**src/rtl/core/y86_pkg.sv**
```systemverilog
// Shared types, constants and helper functions of the Y86-64 instruction executor.
package y86_pkg;

   localparam int MEM_BYTES = 1048576;
   localparam int QUADS     = MEM_BYTES / 8;
   localparam int QA_W      = $clog2(QUADS);
   localparam int NREG      = 15;

   localparam logic [3:0] REG_RSP  = 4'd4;
   localparam logic [3:0] REG_NONE = 4'd15;

   localparam logic [3:0] OP_HALT  = 4'h0;
   localparam logic [3:0] OP_NOP   = 4'h1;
   localparam logic [3:0] OP_CMOV  = 4'h2;
   localparam logic [3:0] OP_IRMOV = 4'h3;
   localparam logic [3:0] OP_RMMOV = 4'h4;
   localparam logic [3:0] OP_MRMOV = 4'h5;
   localparam logic [3:0] OP_ALU   = 4'h6;
   localparam logic [3:0] OP_JUMP  = 4'h7;
   localparam logic [3:0] OP_CALL  = 4'h8;
   localparam logic [3:0] OP_RET   = 4'h9;
   localparam logic [3:0] OP_PUSH  = 4'hA;
   localparam logic [3:0] OP_POP   = 4'hB;

   localparam logic [3:0] ALU_ADD = 4'd0;
   localparam logic [3:0] ALU_SUB = 4'd1;
   localparam logic [3:0] ALU_AND = 4'd2;
   localparam logic [3:0] ALU_XOR = 4'd3;

   localparam logic [3:0] CC_ALWAYS = 4'd0;
   localparam logic [3:0] CC_LE     = 4'd1;
   localparam logic [3:0] CC_LT     = 4'd2;
   localparam logic [3:0] CC_EQ     = 4'd3;
   localparam logic [3:0] CC_NE     = 4'd4;
   localparam logic [3:0] CC_GE     = 4'd5;
   localparam logic [3:0] CC_GT     = 4'd6;

   localparam logic [1:0] STAT_OK   = 2'd0;
   localparam logic [1:0] STAT_HALT = 2'd1;
   localparam logic [1:0] STAT_INS  = 2'd2;
   localparam logic [1:0] STAT_ADR  = 2'd3;

   localparam logic [63:0] RSP_RESET = 64'(MEM_BYTES / 2) & ~64'd7;
   localparam logic [63:0] ADDR_MAX  = 64'(MEM_BYTES - 8);

   typedef struct packed {
      logic [7:0]  operation;
      logic [7:0]  reg_byte;
      logic [63:0] immediate;
   } req_type;

   typedef struct packed {
      logic [1:0]  status;
      logic [63:0] next_pc;
      logic [3:0]  dest_reg;
      logic [63:0] dest_value;
      logic        zero_flag;
      logic        sign_flag;
      logic        overflow_flag;
      logic        mem_written;
      logic [19:0] mem_address;
   } rsp_type;

   // Flags are kept as {OF, SF, ZF}.
   typedef struct packed {
      rsp_type         result;
      logic            reg_we;
      logic [3:0]      reg_idx;
      logic [63:0]     reg_val;
      logic            rsp_we;
      logic [63:0]     rsp_val;
      logic [2:0]      flags;
      logic            mem_we;
      logic [QA_W-1:0] mem_idx;
      logic [63:0]     mem_data;
   } exec_type;

   function automatic logic addr_ok(input logic [63:0] a);
      return (a[2:0] == 3'd0) && (a <= ADDR_MAX);
   endfunction

   function automatic logic [QA_W-1:0] quad_idx(input logic [63:0] a);
      return a[QA_W+2:3];
   endfunction

endpackage

```
**src/rtl/core/y86_regs.sv**
```systemverilog
// General register storage: a 15-entry RAM with two registered read ports.
module y86_regs (
   input  logic        clock,
   input  logic        reset,
   input  logic        rd_en,
   input  logic [3:0]  rd_a,
   input  logic [3:0]  rd_b,
   output logic [63:0] rd_a_data,
   output logic [63:0] rd_b_data,
   input  logic        wr_en,
   input  logic [3:0]  wr_idx,
   input  logic [63:0] wr_data
);
   import y86_pkg::*;

   logic [63:0]     mem [0:NREG-1];
   logic [NREG-1:0] valid_ff, valid_in;
   logic [63:0]     a_data_ff, b_data_ff;
   logic            a_ok_ff, b_ok_ff;

   // An entry never written reads as zero, as after reset.
   always_comb begin
      valid_in = valid_ff;
      if (wr_en && wr_idx != REG_NONE) begin
         valid_in[wr_idx] = 1'b1;
      end
   end

   always_ff @(posedge clock) begin
      if (reset) begin
         valid_ff <= '0;
         a_ok_ff  <= 1'b0;
         b_ok_ff  <= 1'b0;
      end else begin
         valid_ff <= valid_in;
         if (rd_en) begin
            a_ok_ff <= (rd_a != REG_NONE) ? valid_ff[rd_a] : 1'b0;
            b_ok_ff <= (rd_b != REG_NONE) ? valid_ff[rd_b] : 1'b0;
         end
      end
   end

   always_ff @(posedge clock) begin
      if (wr_en && wr_idx != REG_NONE) begin
         mem[wr_idx] <= wr_data;
      end
      if (rd_en && rd_a != REG_NONE) begin
         a_data_ff <= mem[rd_a];
      end
      if (rd_en && rd_b != REG_NONE) begin
         b_data_ff <= mem[rd_b];
      end
   end

   assign rd_a_data = a_ok_ff ? a_data_ff : 64'd0;
   assign rd_b_data = b_ok_ff ? b_data_ff : 64'd0;

endmodule

```
**config.mk**
```make
export PLATFORM = sky130hd
export DESIGN_NAME = y86_regs
export DESIGN_NICKNAME = d
export VERILOG_FILES = /design/src/rtl/core/y86_pkg.sv /design/src/rtl/core/y86_regs.sv
export SDC_FILE = /design/constraint.sdc
export NUM_CORES = 2
export LEC_CHECK = 0
export ABC_AREA = 1
export BUFFER_PORTS_ARGS = -buffer_cell sky130_fd_sc_hd__buf_2
export CORE_MARGIN = 10
export CORE_UTILIZATION = 34
export DETAILED_ROUTE_END_ITERATION = 8
export GPL_TIMING_DRIVEN = 0
export PLACE_DENSITY_LB_ADDON = 0.12
export RECOVER_POWER = 100
export SYNTH_ARGS = -nofsm -noshare
export SYNTH_HDL_FRONTEND = slang
export SYNTH_SLANG_ARGS = --single-unit
```
**constraint.sdc**
```tcl
create_clock -name clock -period 6.5 [get_ports clock]
set_input_delay 1.3 -clock clock [delete_from_list [all_inputs] [get_ports clock]]
set_output_delay 1.3 -clock clock [all_outputs]
set_load 0.03 [all_outputs]
```
==> impl_table.tex <==
\begin{tabular}{lr}
\hline
Metric & Value \\
\hline
\multicolumn{2}{l}{\textbf{Floorplanning}} \\
Top-level port count & 208 \\
Die X & 411 um \\
Vertical extent of the die & 411 um \\
Core box area & 152000 um2 \\
Initial core utilization & 34.2\% \\
Row cnt & 143 \\
Die Outline Area & 169000 um2 \\
\multicolumn{2}{l}{\textbf{Power and ir drop}} \\
Cell area power density & 287 nW/um2 \\
Largest voltage drop on the vdd net & 0.000173 V \\
Power, Total & 0.0172 W \\
Leak pwr & 21.7 nW \\
\multicolumn{2}{l}{\textbf{CTS}} \\
CTS Hold Buffers Added & 0 \\
Deepest level of the CTS H-tree & 4 \\
Number of buffers on the longest clock path & 3 \\
Number of buffers inserted by post-CTS setup repair & 0 \\
Number of gates given a new drive strength after cts & 0 \\
Total clock buffers created by CTS & 133 \\
Register clock-pin slew on the reported worst setup and hold paths & 0.06 ns \\
Cell at the root of the clock tree & sky130\_fd\_sc\_hd\_\_clkbuf\_16 \\
Clock latency of the later-clocked register in the worst-skew pair & 0.80 ns \\
Clock tree from TritonCTS & done \\
Number of clock sinks & 1105 \\
\multicolumn{2}{l}{\textbf{Drt}} \\
DRC & 0 \\
Number of detailed-route iterations in the first pass & 5 \\
Max Used Layer & met5 \\
Met3 Routed Length & 20.7 mm \\
Detail-routed via count per cell & 5.64 \\
Routed wire length on met2 & 98.8 mm \\
Number of violations reported at the end of detailed-routing iteration 0 & 5066 \\
Total via count in the routed design & 42600 \\
Drt total wl & 221 mm \\
Met1 WL & 92.0 mm \\
Routed length per placed instance & 29.3 um \\
ANT nets after route & 0 \\
\multicolumn{2}{l}{\textbf{Global route}} \\
Overall overflow remaining after global route & 0 \\
Initial antenna violation count & 19 \\
Vias in the first global route & 41100 \\
Wire length of the first global-routing pass & 307 mm \\
Total routing resource utilization after global routing & 25.3\% \\
Maximum number of pins on one net before global-route repair & 26 \\
\multicolumn{2}{l}{\textbf{Min path}} \\
Hold WC Path Type & register to register \\
\multicolumn{2}{l}{\textbf{Placement}} \\
Port Buffers & 202 \\
RePlAce Congestion & 0.873 \\
HPWL reported at the end of detailed placement & 156 mm \\
Setup WS pre-CTS & 2.19 ns \\
\multicolumn{2}{l}{\textbf{STA}} \\
Number of failing setup endpoints in the final timing report & 0 \\
Setup repair after global routing missed its margin & false \\
Actual slew at the worst max-slew pin & 2.64 ns \\
Final hold violations & 0 \\
Max Slew Vio Count & 905 \\
Period utilization & 83.3\% \\
Fin crit period & 5.42 ns \\
Smallest setup slack after layout & 1.08 ns \\
Post-Route Skew & 0.0291 ns \\
Max-Slew Margin vs Limit & -76.5\% \\
Maximum clock rate & 0.185 GHz \\
\multicolumn{2}{l}{\textbf{Logic synthesis}} \\
Count of cell types in the netlist & 24 \\
Net count of the mapped netlist & 5095 \\
Part of the Yosys area used for sequential elements & 63.5\% \\
Register bit total from synthesis & 1105 \\
Number of standard cells after synthesis & 5015 \\
Synth Cell Area & 52000 um2 \\
Avg Inst Size Synth & 10.4 um2 \\
Warning count from the yosys run & 0 \\
\multicolumn{2}{l}{\textbf{Worst setup path}} \\
Critical Path Slowest Stage Cell & sky130\_fd\_sc\_hd\_\_clkbuf\_1 \\
Highest net fanout along the worst path & 20 \\
Cell-by-cell listing of the critical path & clkbuf\_1 > clkbuf\_1 > nand2\_2 > inv\_1 > clkbuf\_1 > buf\_2 > a31oi\_4 > buf\_12 > buf\_12 \\
Stage delay of the slowest cell on the critical path & 1.37 ns \\
Worst Path Class, Setup & input port to register \\
Type of element capturing the critical path & register \\
Count of buffering cells on the critical path with inverters included & 7 \\
Data required time of the worst path & 7.03 ns \\
Kind of cell adding the most delay to the critical path & buffers and inverters \\
Startpoint Class & input port \\
Endpoint arrival time on the critical path & 5.95 ns \\
Most frequent CP cell & sky130\_fd\_sc\_hd\_\_clkbuf\_1 \\
\multicolumn{2}{l}{\textbf{Status}} \\
Result of the run & finished with violations \\
Violated checks & max-capacitance violations, max-slew violations \\
\multicolumn{2}{l}{\textbf{Finish}} \\
Area added between synthesis and finish & 15.0\% \\
Final-stage net count & 5480 \\
Share of post-route cells with drive strength above 1 & 8.12\% \\
\# fillers & 15100 \\
\multicolumn{2}{l}{\textbf{Flow run}} \\
Maxcap violations & 47 \\
\hline
\end{tabular}
[flip-flops by register name, indices dropped and copies added, names as in the netlist]
| register | count |
|---|---|
| a_data_ff | 64 |
| a_ok_ff | 1 |
| b_data_ff | 64 |
| b_ok_ff | 1 |
| mem | 960 |
| valid_ff | 15 |
[cell families (layout without fill, tap and decap cells)]
logic type	count (synthesis)	count (layout)	synth area share, %
other cells	0	9	0
buf+inv	895	1386	7.14
compound gates	1318	1318	15.9
simple gates	1697	1697	13.4
flops	1105	1105	63.5
[cells in the final DEF (no fill, tap or decap), types with 2 or more instances in the layout]
cell type	n
sky130_fd_sc_hd__a21oi_1	430
sky130_fd_sc_hd__buf_1	25
sky130_fd_sc_hd__buf_12	8
sky130_fd_sc_hd__buf_16	2
sky130_fd_sc_hd__buf_2	178
sky130_fd_sc_hd__buf_4	15
sky130_fd_sc_hd__buf_6	5
sky130_fd_sc_hd__bufinv_16	6
sky130_fd_sc_hd__clkbuf_1	441
sky130_fd_sc_hd__clkbuf_16	134
sky130_fd_sc_hd__clkbuf_2	2
sky130_fd_sc_hd__clkinv_1	34
sky130_fd_sc_hd__clkinv_2	17
sky130_fd_sc_hd__clkinv_4	2
sky130_fd_sc_hd__clkinv_8	7
sky130_fd_sc_hd__clkinvlp_4	4
sky130_fd_sc_hd__dfxtp_1	17
sky130_fd_sc_hd__diode_2	9
sky130_fd_sc_hd__edfxtp_1	1088
sky130_fd_sc_hd__inv_1	492
sky130_fd_sc_hd__inv_16	4
sky130_fd_sc_hd__inv_2	4
sky130_fd_sc_hd__inv_6	4
sky130_fd_sc_hd__nand2_1	1059
sky130_fd_sc_hd__nand3_1	380
sky130_fd_sc_hd__nor2_1	204
sky130_fd_sc_hd__o2111ai_1	230
sky130_fd_sc_hd__o211ai_1	318
sky130_fd_sc_hd__o21ai_0	265
sky130_fd_sc_hd__o21ai_1	73
sky130_fd_sc_hd__or2_2	51
[cell usage after synthesis (all sizes together)]
library cell / count / area [um2]
a31oi: 1 / 6.26
nor3: 1 / 5.00
edfxtp: 1088 / 32700
o221ai: 1 / 8.76
nor2: 204 / 766
inv: 497 / 1870
a21oi: 430 / 2150
o21ai: 338 / 1690
nand2: 1060 / 3980
nand3: 380 / 1900
dfxtp: 17 / 340
o2111ai: 230 / 2010
or2: 51 / 319
buf: 237 / 1240
clkbuf: 161 / 604
and3: 1 / 6.26
o211ai: 318 / 2390
[path summary, 6_finish.rpt]
path | from | end | slack [ns] | depth (start not counted)
worst max-delay path | rd_a[0] | a_data_ff[26] | 1.08 | 9
worst min-delay path | valid_ff[6] | valid_ff[6] | 0.48 | 2
worst max register to register | b_ok_ff | b_ok_ff | 4.37 | 3
worst min register to register | valid_ff[6] | valid_ff[6] | 0.48 | 2
[worst min-delay path, stage by stage, from the launching register on]
cell	delay (ns)
sky130_fd_sc_hd__dfxtp_1	0.33
sky130_fd_sc_hd__nor2_1	0.05
sky130_fd_sc_hd__nor2_1	0.07
[where the power goes]
part	internal (W)	leakage [nW]	total [W]	switching [W]
clock network	0.00407	2.01	0.00726	0.00318
registers	0.00806	10.1	0.00812	0.0000603
logic	0.000398	9.66	0.00179	0.00139
[final cells by class]
class | instances | area (um2) | share of cell area [%]
plain buffers | 398 | 1800 | 3.01
multi-input cells | 3015 | 15300 | 25.5
inverters | 497 | 1870 | 3.12
repair buffers | 250 | 1130 | 1.89
clock inverters | 78 | 669 | 1.12
well taps | 2030 | 2540 | 4.25
flip-flops and latches | 1105 | 33000 | 55.2
clock buffers | 163 | 3470 | 5.81
diodes | 9 | 22.5 | 0.0377
[per-layer routing]
layer | vias up | global-route usage [%]
met2 | 2257 | 39.4
met5 | - | 0
met1 | 21100 | 33.9
li1 | 18800 | -
met4 | 16 | 10.4
met3 | 472 | 5.72
[metrics by stage]
step / util [%] / std cells / setup TNS [ns] / hold WS, ns / cell area (um2)
global route: 39.3 / 7538 / 0 / 0.500 / 59700
global placement: 36.5 / 7247 / -2123.78 / 0.454 / 55500
detailed placement: 37.3 / 7295 / 0 / 0.460 / 56700
finish: 39.3 / 7545 / 0 / 0.479 / 59800
CTS: 40.0 / 7536 / 0 / 0.474 / 60800
floorplan: - / 5015 / 0 / 0.440 / 52000
No activity file was read; power rests on OpenSTA's default activity.
